`src/hw/rtl/crclfc_pkg.sv`:
```
// ----------------------------------------------------------------------------
// crclfc_pkg
// Shared types, constants and helper functions of the CRC line frame checker.
// ----------------------------------------------------------------------------
package crclfc_pkg;

    localparam int BYTE_W = 8;
    localparam int CRC_W  = 16;
    localparam int LEN_W  = 7;
    localparam int HCNT_W = 3;

    localparam logic [CRC_W-1:0]  CRC_POLY   = 16'h1021;
    localparam logic [CRC_W-1:0]  CRC_INIT   = 16'hFFFF;
    localparam logic [CRC_W-1:0]  CRC_TOP    = 16'h8000;
    localparam logic [BYTE_W-1:0] STAR_BYTE  = 8'h2A;
    localparam logic [BYTE_W-1:0] NL_BYTE    = 8'h0A;
    localparam logic [HCNT_W-1:0] HEX_DIGITS = 3'd4;

    typedef logic [BYTE_W-1:0] t_byte;
    typedef logic [CRC_W-1:0]  t_crc;

    // decoded hex digit
    typedef struct packed {
        logic       ok;
        logic [3:0] val;
    } t_hex;

    // one result word
    typedef struct packed {
        logic             frame_good;
        logic             crc_present;
        logic [CRC_W-1:0] received_crc;
        logic [CRC_W-1:0] computed_crc;
        logic [LEN_W-1:0] line_length;
    } t_result;

    // ascii hex digit decode, upper and lower case
    function automatic t_hex hex_of(input t_byte c);
        t_hex h;
        h.ok  = 1'b0;
        h.val = 4'd0;
        if (c >= 8'h30 && c <= 8'h39) begin
            h.ok  = 1'b1;
            h.val = 4'(c - 8'h30);
        end else if (c >= 8'h41 && c <= 8'h46) begin
            h.ok  = 1'b1;
            h.val = 4'(c - 8'h41 + 8'd10);
        end else if (c >= 8'h61 && c <= 8'h66) begin
            h.ok  = 1'b1;
            h.val = 4'(c - 8'h61 + 8'd10);
        end
        return h;
    endfunction

    // space, tab, cr, vt, ff
    function automatic logic is_blank(input t_byte c);
        return (c == 8'h20) || (c == 8'h09) || (c == 8'h0D) ||
               (c == 8'h0B) || (c == 8'h0C);
    endfunction

endpackage

```
`src/hw/rtl/crclfc_if.sv`:
```
// ----------------------------------------------------------------------------
// crclfc_rx_if / crclfc_res_if
// Valid/ready channels of the CRC line frame checker: received bytes in,
// line results out.
// ----------------------------------------------------------------------------
interface crclfc_rx_if;
    logic                       valid;
    logic                       ready;
    logic [crclfc_pkg::BYTE_W-1:0] rx_byte;

    modport source (output valid, output rx_byte, input ready);
    modport sink   (input valid, input rx_byte, output ready);
endinterface

interface crclfc_res_if;
    logic                         valid;
    logic                         ready;
    logic                         frame_good;
    logic                         crc_present;
    logic [crclfc_pkg::CRC_W-1:0] received_crc;
    logic [crclfc_pkg::CRC_W-1:0] computed_crc;
    logic [crclfc_pkg::LEN_W-1:0] line_length;

    modport source (output valid, output frame_good, output crc_present,
                    output received_crc, output computed_crc, output line_length,
                    input ready);
    modport sink   (input valid, input frame_good, input crc_present,
                    input received_crc, input computed_crc, input line_length,
                    output ready);
endinterface

```
`src/hw/rtl/crc_line_frame_checker_unit.sv`:
```
// ----------------------------------------------------------------------------
// crc_line_frame_checker_unit
// Collects received bytes into newline-ended lines, runs a CRC-16 over the
// stored bytes, parses the hex trailer after the last '*' and reports one
// result word per non-empty line.
//
//   channel  | dir | word                              | handshake
//   ---------+-----+-----------------------------------+-------------
//   i_rx     | in  | rx_byte                           | valid/ready
//   o_res    | out | frame_good, crc_present,          | valid/ready
//            |     | received_crc, computed_crc,       |
//            |     | line_length                       |
//
// One byte per cycle sustained. A byte goes into an input register, the
// CRC byte update and the trailer parse run on the registered byte, and
// the result of a newline is written into the output register, which
// drives the result word. Input stalls only when a newline result meets a
// full output register that is not being drained. Reset is synchronous;
// there is no clearing pass.
// ----------------------------------------------------------------------------
module crc_line_frame_checker_unit #(
    parameter int LINE_BYTES = 128
) (
    input  logic         i_clk,
    input  logic         i_rst_n,
    crclfc_rx_if.sink    i_rx,
    crclfc_res_if.source o_res
);
    import crclfc_pkg::*;

    localparam int CNT_W = $clog2(LINE_BYTES);
    localparam int EXT_W = (CNT_W > LEN_W) ? CNT_W : LEN_W;
    localparam logic [CNT_W-1:0] CNT_MAX = CNT_W'(LINE_BYTES - 1);

    // input register
    logic  r_in_valid;
    t_byte r_in_byte;

    // line state
    t_crc              r_run_crc,   n_run_crc;
    t_crc              r_star_crc,  n_star_crc;
    logic              r_star_seen, n_star_seen;
    t_crc              r_hex_val,   n_hex_val;
    logic [HCNT_W-1:0] r_hex_cnt,   n_hex_cnt;
    logic              r_hex_stop,  n_hex_stop;
    logic [CNT_W-1:0]  r_count,     n_count;

    // output register
    logic    r_out_valid;
    t_result r_out;
    t_result n_res;

    logic       is_nl;
    logic       emit;
    logic       advance;
    logic       proc;
    t_crc       crc_next;
    t_hex       hex_d;
    logic [EXT_W-1:0] len_ext;

    crclfc_crc_byte u_crc (
        .i_crc  (r_run_crc),
        .i_byte (r_in_byte),
        .o_crc  (crc_next)
    );

    // pipeline control
    assign is_nl      = (r_in_byte == NL_BYTE);
    assign emit       = r_in_valid && is_nl && (r_count != '0);
    assign advance    = !emit || !r_out_valid || o_res.ready;
    assign proc       = r_in_valid && advance;
    assign i_rx.ready = !r_in_valid || advance;

    // result of the line now closing
    assign len_ext = EXT_W'(r_count);
    always_comb begin
        n_res.crc_present  = r_star_seen;
        n_res.computed_crc = r_star_seen ? r_star_crc : r_run_crc;
        n_res.received_crc = r_star_seen ? r_hex_val : '0;
        n_res.frame_good   = !r_star_seen ||
                             ((r_hex_cnt != '0) && (r_hex_val == r_star_crc));
        n_res.line_length  = len_ext[LEN_W-1:0];
    end

    // line state update for one byte
    assign hex_d = hex_of(r_in_byte);
    always_comb begin
        n_run_crc   = r_run_crc;
        n_star_crc  = r_star_crc;
        n_star_seen = r_star_seen;
        n_hex_val   = r_hex_val;
        n_hex_cnt   = r_hex_cnt;
        n_hex_stop  = r_hex_stop;
        n_count     = r_count;
        if (proc) begin
            if (is_nl) begin
                n_run_crc   = CRC_INIT;
                n_star_crc  = '0;
                n_star_seen = 1'b0;
                n_hex_val   = '0;
                n_hex_cnt   = '0;
                n_hex_stop  = 1'b0;
                n_count     = '0;
            end else if (r_count < CNT_MAX) begin
                n_count   = r_count + 1'b1;
                n_run_crc = crc_next;
                if (r_in_byte == STAR_BYTE) begin
                    n_star_crc  = r_run_crc;
                    n_star_seen = 1'b1;
                    n_hex_val   = '0;
                    n_hex_cnt   = '0;
                    n_hex_stop  = 1'b0;
                end else if (r_star_seen && !r_hex_stop) begin
                    if (hex_d.ok) begin
                        n_hex_val = {r_hex_val[CRC_W-5:0], hex_d.val};
                        n_hex_cnt = r_hex_cnt + 1'b1;
                        if (n_hex_cnt >= HEX_DIGITS) begin
                            n_hex_stop = 1'b1;
                        end
                    end else if (!((r_hex_cnt == '0) && is_blank(r_in_byte))) begin
                        n_hex_stop = 1'b1;
                    end
                end
            end
        end
    end

    // input register
    always_ff @(posedge i_clk) begin
        if (!i_rst_n) begin
            r_in_valid <= 1'b0;
        end else if (i_rx.ready) begin
            r_in_valid <= i_rx.valid;
        end
    end

    always_ff @(posedge i_clk) begin
        if (i_rx.valid && i_rx.ready) begin
            r_in_byte <= i_rx.rx_byte;
        end
    end

    // line state registers
    always_ff @(posedge i_clk) begin
        if (!i_rst_n) begin
            r_run_crc   <= CRC_INIT;
            r_star_crc  <= '0;
            r_star_seen <= 1'b0;
            r_hex_val   <= '0;
            r_hex_cnt   <= '0;
            r_hex_stop  <= 1'b0;
            r_count     <= '0;
        end else begin
            r_run_crc   <= n_run_crc;
            r_star_crc  <= n_star_crc;
            r_star_seen <= n_star_seen;
            r_hex_val   <= n_hex_val;
            r_hex_cnt   <= n_hex_cnt;
            r_hex_stop  <= n_hex_stop;
            r_count     <= n_count;
        end
    end

    // output register
    always_ff @(posedge i_clk) begin
        if (!i_rst_n) begin
            r_out_valid <= 1'b0;
        end else if (proc && emit) begin
            r_out_valid <= 1'b1;
        end else if (o_res.ready) begin
            r_out_valid <= 1'b0;
        end
    end

    always_ff @(posedge i_clk) begin
        if (proc && emit) begin
            r_out <= n_res;
        end
    end

    assign o_res.valid        = r_out_valid;
    assign o_res.frame_good   = r_out.frame_good;
    assign o_res.crc_present  = r_out.crc_present;
    assign o_res.received_crc = r_out.received_crc;
    assign o_res.computed_crc = r_out.computed_crc;
    assign o_res.line_length  = r_out.line_length;

endmodule

```
`src/hw/rtl/crclfc_crc_byte.sv`:
```
// ----------------------------------------------------------------------------
// crclfc_crc_byte
// Bytewise CRC-16 update, polynomial 0x1021, msb first, no reflection.
// ----------------------------------------------------------------------------
module crclfc_crc_byte (
    input  crclfc_pkg::t_crc  i_crc,
    input  crclfc_pkg::t_byte i_byte,
    output crclfc_pkg::t_crc  o_crc
);
    import crclfc_pkg::*;

    // eight shift steps of the bitwise crc
    always_comb begin
        t_crc c;
        c = i_crc ^ {i_byte, 8'h00};
        for (int b = 0; b < BYTE_W; b++) begin
            if ((c & CRC_TOP) != '0) begin
                c = {c[CRC_W-2:0], 1'b0} ^ CRC_POLY;
            end else begin
                c = {c[CRC_W-2:0], 1'b0};
            end
        end
        o_crc = c;
    end

endmodule

```
`src/flat_wrapper.sv`:
```
// flat-port wrapper written by rule: the top's interface ports become plain ports
module crc_line_frame_checker_unit_flat import crclfc_pkg::*;
#(
    parameter int LINE_BYTES = 128
)
  (i_clk, i_rst_n, i_rx_valid, i_rx_rx_byte, i_rx_ready, o_res_valid, o_res_frame_good, o_res_crc_present, o_res_received_crc, o_res_computed_crc, o_res_line_length, o_res_ready);
  crclfc_rx_if i_rx_i ();
  crclfc_res_if o_res_i ();
  input  logic i_clk;
  input  logic i_rst_n;
  input wire logic [$bits(i_rx_i.valid)-1:0] i_rx_valid;
  input wire logic [$bits(i_rx_i.rx_byte)-1:0] i_rx_rx_byte;
  output wire logic [$bits(i_rx_i.ready)-1:0] i_rx_ready;
  output wire logic [$bits(o_res_i.valid)-1:0] o_res_valid;
  output wire logic [$bits(o_res_i.frame_good)-1:0] o_res_frame_good;
  output wire logic [$bits(o_res_i.crc_present)-1:0] o_res_crc_present;
  output wire logic [$bits(o_res_i.received_crc)-1:0] o_res_received_crc;
  output wire logic [$bits(o_res_i.computed_crc)-1:0] o_res_computed_crc;
  output wire logic [$bits(o_res_i.line_length)-1:0] o_res_line_length;
  input wire logic [$bits(o_res_i.ready)-1:0] o_res_ready;
  assign i_rx_i.valid = i_rx_valid;
  assign i_rx_i.rx_byte = i_rx_rx_byte;
  assign i_rx_ready = i_rx_i.ready;
  assign o_res_valid = o_res_i.valid;
  assign o_res_frame_good = o_res_i.frame_good;
  assign o_res_crc_present = o_res_i.crc_present;
  assign o_res_received_crc = o_res_i.received_crc;
  assign o_res_computed_crc = o_res_i.computed_crc;
  assign o_res_line_length = o_res_i.line_length;
  assign o_res_i.ready = o_res_ready;
  crc_line_frame_checker_unit #(.LINE_BYTES(LINE_BYTES)) u_core (.i_clk(i_clk), .i_rst_n(i_rst_n), .i_rx(i_rx_i), .o_res(o_res_i));
endmodule
```
`config.mk`:
```
export PLATFORM = sky130hd
export DESIGN_NAME = crc_line_frame_checker_unit_flat
export DESIGN_NICKNAME = d
export VERILOG_FILES = /design/src/hw/rtl/crclfc_pkg.sv /design/src/hw/rtl/crclfc_if.sv /design/src/hw/rtl/crc_line_frame_checker_unit.sv /design/src/hw/rtl/crclfc_crc_byte.sv /design/src/flat_wrapper.sv
export SDC_FILE = /design/constraint.sdc
export NUM_CORES = 1
export LEC_CHECK = 0
export ABC_AREA = 1
export BUFFER_PORTS_ARGS = -buffer_cell sky130_fd_sc_hd__buf_2
export CORE_AREA = 3 3 114 116
export CTS_CLUSTER_DIAMETER = 30
export CTS_CLUSTER_SIZE = 24
export DETAILED_ROUTE_END_ITERATION = 10
export DIE_AREA = 0 0 117 119
export GPL_ROUTABILITY_DRIVEN = 0
export PLACE_DENSITY = 0.64
export SLEW_MARGIN = 5
export SYNTH_ARGS = -nofsm -noshare
export SYNTH_HDL_FRONTEND = slang
export SYNTH_SLANG_ARGS = --single-unit
```
`constraint.sdc`:
```
create_clock -name i_clk -period 4.5 [get_ports i_clk]
set_clock_uncertainty 0.05 [all_clocks]
set_input_delay 0 -clock i_clk [delete_from_list [all_inputs] [get_ports i_clk]]
set_output_delay 0 -clock i_clk [all_outputs]
set_load 0.1 [all_outputs]
```
; After elaboration in Yosys (flattened, before gate mapping)
; Cells that the tools add are included.
[word_totals]
register_bits = 111
input_bits = 12
output_inout_bits = 43
wordCells = 126
[op_classes]
add_sub_neg = 7
n_lt_le_gt_ge = 8
eq_ne = 10
muxes = 41
n_bitwise = 9
n_reduce_logical = 36
[op_table]
columns = operator, count
row1 = 2-to-1 mux 16 bit, 11
row2 = 2-to-1 mux 13 bit, 8
row3 = "equality test 8 x 4 -> 1 bit, second input constant", 5
row4 = inverter 3 bit, 8
row5 = equality test 16 bit, 1
row6 = "equality test 8 x 6 -> 1 bit, second input constant", 2
row7 = ">= comparator 8 x 7 -> 1 bit, second input constant", 2
row8 = "less-or-equal comparator 8 x 7 -> 1 bit, second input constant", 2
row9 = XOR 16 bit, 1
row10 = 2-to-1 mux 3 bit, 5
row11 = 2-to-1 mux 5 bit, 3
row12 = 2-to-1 mux 7 bit, 2
row13 = 2-to-1 mux 1 bit, 12
row14 = "subtractor 4 x 1 -> 4 bit, second input constant", 3
row15 = logical AND 1 bit, 11
row16 = nonzero test 3 bit, 3
row17 = "adder 4 bit, second input constant", 2
row18 = ">= comparator 8 x 6 -> 1 bit, second input constant", 1
row19 = "less-or-equal comparator 8 x 6 -> 1 bit, second input constant", 1
row20 = logical OR 1 bit, 8
row21 = "adder 7 x 1 -> 7 bit, second input constant", 1
row22 = "less-than comparator 7 bit, second input constant", 1
row23 = nonzero test 7 bit, 1
row24 = nonzero test 2 bit, 3
row25 = 10 further kinds, 14

; Depth between registers and ports, before layout
[depth]
word_depth = 19
mapped_depth = 12
ltp_nobuf = 11

; Cells and area by module
; Synthesis repeated with hierarchy kept, for this count alone.
[hier_totals]
hier_cells = 711
area_unflattened_um2 = 5517.8
[modules_own_cells]
columns = module, n_inst, cells_each, area_per_inst_um2, seq_area_each_um2
row1 = crc_line_frame_checker_unit, 1, 596, 4981.0, 2712.6
row2 = crclfc_crc_byte, 1, 115, 536.8, 0.0

; Worst setup path before layout
; OpenSTA, ideal clock, no wires.
[synth_path]
path_kind = reg2reg
startpoint = reg u_core.r_in_byte[0]
endpoint = reg u_core.r_out (netlist bit u_core.o_res.computed_crc[0]) (enable)
setup_ns = 0.441
arrival_ns = 2.968
setup_slack_ns = 1.041
path_stages_with_launch = 7
n_path_buf = 0
period_less_slack_ns = 3.459
cell_sequence = edfxtp_1 -> inv_1 -> ha_1 -> nand3_4 -> nor2_8 -> nand3_1 -> nor2_1
[synth_between]
elab_chain_len = 8
[synth_lines]
columns = element, line_no
row1 = start: declaration, crc_line_frame_checker_unit.sv:37  ; t_byte r_in_byte;
row2 = start signal: assignment, crc_line_frame_checker_unit.sv:139  ; r_in_byte <= i_rx.rx_byte;
row3 = equality test 8 x 4 -> 1 bit (*), crc_line_frame_checker_unit.sv:68  ; assign is_nl = (r_in_byte == NL_BYTE);
row4 = logical AND 1 bit (*) (2 in series), crc_line_frame_checker_unit.sv:69  ; assign emit = r_in_valid && is_nl && (r_count != '0);
row5 = logical NOT 1 bit, crc_line_frame_checker_unit.sv:70  ; assign advance = !emit || !r_out_valid || o_res.ready;
row6 = logical OR 1 bit (2 in series), crc_line_frame_checker_unit.sv:70
row7 = logical AND 1 bit, crc_line_frame_checker_unit.sv:71  ; assign proc = r_in_valid && advance;
row8 = logical AND 1 bit (*), crc_line_frame_checker_unit.sv:176  ; if (proc && emit) begin
row9 = end signal: assignment, crc_line_frame_checker_unit.sv:177  ; r_out <= n_res;
row10 = end: declaration, crc_line_frame_checker_unit.sv:50  ; t_result r_out;
; Mark *: on every way between the ends. The rest lies on a longest branch, timed or not.
; A chain may end at the register's enable or synchronous reset.

; Worst setup path after layout
[layout_path]
startpoint = reg u_core.r_in_byte[0]
endpoint = reg u_core.r_out (netlist bit u_core.o_res.received_crc[8]) (enable)
; Same word-level chain as after synthesis.

==> flow_results.org <==
** Outcome
- The flow ran to the end, and the final reports show no timing, DRC or antenna violations.

** Detailed routing
- Total vias in the final route :: ~4200
- The first detailed-routing pass ran for 5 iterations.
- The detail route stage leaves a number of antenna-violating nets equal to 0.
- Dividing the detail-routed wire length by the instance count gives 13.2 um.
- After detailed routing, the number of remaining DRC violations is 0.
- Wire length reported by the detailed router :: roughly 11000 um
- In the routed layout, each cell is associated on average with a via count of 4.93.
- Count of routing violations after the opening detailed-route iteration :: 194

** Finish
- The net count of the finished layout is roughly 720.
- Antenna cell count :: 0
- Leading cell types in the layout, fill and taps excluded :: sky130_fd_sc_hd__nand2_1, sky130_fd_sc_hd__nor2_1, sky130_fd_sc_hd__inv_1, sky130_fd_sc_hd__dfxtp_1, sky130_fd_sc_hd__buf_2
- Compared with the post-synthesis result, the final layout area differs by 12.4%.
- Footprint of the multi-input gates :: 2300 sq um
- # fillers :: 1150
- Leaving out fill and tap cells, the most frequent cell in the layout is sky130_fd_sc_hd__nand2_1.
- In the final layout, the share of cells above drive strength 1 is 0.157.
- Register area :: 2710 sq um

** Worst setup path
- Worst setup path class :: flip-flop to flip-flop
- List of cells traversed by the critical path :: inv_1, ha_1, nand3_4, nor2_8, nand3_1, nor2_4
- At the worst endpoint, the required time is ~4400 ps.
- Along the worst path, the maximum fanout reaches 42.
- CP endpoint kind :: flip-flop
- Cell family with most CP delay :: simple AND/OR/NAND/NOR gates
- At the worst endpoint, the arrival time is ~2700 ps.
- The worst setup path is launched from a flip-flop.
- The largest individual stage delay along the critical path comes from the cell sky130_fd_sc_hd__nor2_4.
- Counting both buffers and inverters, the worst setup path holds a total of 1.
- In this design, the stage delay of the slowest critical-path cell is roughly 900 ps.

** Synthesis
- Summing every instance area after synthesis gives around 5400 sq um.
- Average footprint of a synthesized cell :: 8.38 sq um
- After technology mapping, the gate count stands at 649.
- Of the synthesized area, sequential elements account for 0.499.
- Count of cell types in the netlist :: 37
- Syn Nets :: 670
- Number of synthesized register bits :: ~110
- Yosys printed 0 warnings.

** STA
- Adding up every negative setup slack in the final design gives 0 ps.
- Setup violations remaining at the end of the flow were counted as 0.
- Worst rel slew slack :: 0.191
- Final Hold Slack :: approximately 220 ps
- Slew Limit Fails :: 0
- Setup WS post-layout :: between 1500 and 2000 ps
- Setup repair after global routing left no endpoint under its margin.
- Counting I/O delays and the setup requirement, the final critical path takes 2800 ps.
- Final count of hold timing violations :: 0
- Actual transition at the worst max-transition pin :: 1210 ps
- Final critical-path share of the clock period :: 0.622
- Highest achievable clock rate :: roughly 360 MHz

** Power and ir drop
- The share of total power dissipated in sequential elements is 0.544.
- Design internal power :: 0.00152 W
- VDD IR max :: roughly 170 uV
- Pwr Density :: roughly 330 nW/um^2
- Of the total power, the share spent switching nets is 0.249.
- Of the total power, combinational logic draws 0.096.
- Of the total power, the clock network draws 0.360.
- The analysis attributes to cell leakage a power of 2.81 nW.
- In this run the power spent charging and discharging nets is 0.000504 W.

** Die
- The die is 117 um wide.
- In this run the core area contains 40 standard-cell rows.
- The initial utilization of the core area, before any placement, comes to 0.453.
- Floorplan Core Area :: 12000 sq um
- I/O pins :: between 50 and 60
- Overall die height :: 119 um
- Die area :: 13900 sq um

** Clock network
- Clock-pin slew was measured on the worst setup and hold paths at 70 ps.
- At the later pin of the worst-skew pair, clock insertion delay measures approximately 340 ps.
- Total clock buffers created by CTS :: 9
- The clock passes through at most 2 buffers.
- Clock tree sinks :: 111
- The cell sitting at the root of the clock tree is a sky130_fd_sc_hd__clkbuf_16.
- Gates resized during post-CTS repair numbered 0.
- The number of setup buffers added after CTS is 0.
- CTS tree :: built
- CTS built an H-tree with a depth of 3.

** Placed design
- Port Buf Inserts :: 54
- Detailed placement HPWL :: 8050 um
- Before CTS, the worst setup slack after placement is about 1700 ps.

** Global routing
- Maximum number of pins on one net before global-route repair :: 43
- Number of global-route vias before repair :: 3947
- All-layer global routing usage :: 0.171
- The initial antenna violation count came to 0.
- The total overflow left after global routing is 0.
- The first global-routing pass estimated 18900 um of wire.

** Job
- Max Cap Violations :: 0

** Min path
- Worst hold path type :: input pin to flip-flop
-- kinds of logic after synthesis --
kind of cell / after synthesis / share of synthesized area
DFF: 111 / 0.499
xor gates and xnor gates: 32 / 0.0515
buffers and inverters: 91 / 0.0796
adders and majority gates: 9 / 0.0207
and+or+nand+nor: 368 / 0.309
AOI/OAI and AO/OA: 38 / 0.0402
-- final cells by class --
class / instances / share of cell area
flip-flops and latches: 111 / 0.444
clock inverters: 7 / 0.00818
repair buffers: 66 / 0.0630
well taps: 147 / 0.0301
inverters: 67 / 0.0419
clock buffers: 9 / 0.0368
multi-input cells: 447 / 0.376
-- routing by layer --
metal,track usage,vias up,share of wire
met5,0,-,0
met4,0.0480,0,0.012
met3,0.0361,13,0.039
met2,0.290,96,0.49
met1,0.217,1939,0.46
li1,-,2158,-
-- stage by stage --
step | instance area (sq um) | util | power [W] | instances
2_1_floorplan | 5440 | - | 0.00127 | 649
4_1_cts | 6120 | 0.509 | 0.00205 | 854
3_5_place_dp | 5740 | 0.478 | 0.00131 | 828
5_1_grt | 6120 | 0.509 | 0.00211 | 854
3_3_place_gp | 5740 | 0.478 | 0.00131 | 828
6_report | 6120 | 0.509 | 0.00202 | 854
-- power by group through the flow --
stage               Combinational [W]  Clock (W)  Sequential, W
finish                       0.000194   0.000728        0.00110
global placement             0.000182          0        0.00112
detailed placement           0.000186          0        0.00112
floorplan                    0.000156          0        0.00111
global route                 0.000221   0.000783        0.00110
CTS                          0.000193   0.000752        0.00110
-- cells in the mapped netlist (all sizes together) --
| cell type | count | area [sq um] |
|---|---|---|
| a21boi | 1 | 7.51 |
| xnor2 | 17 | 149 |
| or2 | 4 | 25.0 |
| clkbuf | 9 | 33.8 |
| nor2 | 79 | 370 |
| a21oi | 16 | 95.1 |
| nand4 | 7 | 58.8 |
| nor3 | 1 | 5.00 |
| nand2 | 211 | 826 |
| nand3b | 1 | 7.51 |
| ha | 9 | 113 |
| edfxtp | 49 | 1470 |
| buf | 15 | 143 |
| o22ai | 1 | 6.26 |
| dfxtp | 62 | 1240 |
| xor2 | 15 | 131 |
| o21bai | 4 | 30.0 |
| o21ai | 16 | 80.1 |
| nor3b | 1 | 7.51 |
| inv | 67 | 257 |
| nand3 | 64 | 383 |
-- path summary, 6_finish.rpt --
path | start | cells after the start | to | slack [ps]
worst max-delay path | u_core.r_in_byte[0] | 6 | u_core.o_res.received_crc[8] | 1700
worst min-delay path | i_rst_n | 2 | u_core.r_run_crc[11] | 220
worst max register to register | u_core.r_in_byte[0] | 6 | u_core.o_res.received_crc[8] | 1700
worst min register to register | u_core.r_star_crc[15] | 2 | u_core.r_star_crc[15] | 430
-- registers in the layout (all words and copies together), names as in the netlist --
name                       count
u_core.r_hex_cnt               3
u_core.len_ext                 7
u_core.o_res.frame_good        1
u_core.o_res.computed_crc     16
u_core.o_res.valid             1
u_core.r_in_valid              1
u_core.o_res.received_crc     16
u_core.o_res.line_length       7
u_core.r_hex_stop              1
u_core.r_star_seen             1
u_core.r_star_crc             16
u_core.r_run_crc              16
u_core.o_res.crc_present       1
u_core.r_hex_val              16
u_core.r_in_byte               8
-- what timing repair did --
item / in CTS / in global routing
setup endpoints to repair: 0 / 0
endpoints found under the hold margin: 10 / 0
hold buffers: 10 / 0
Note: power is estimated with default switching activity, not from simulation.
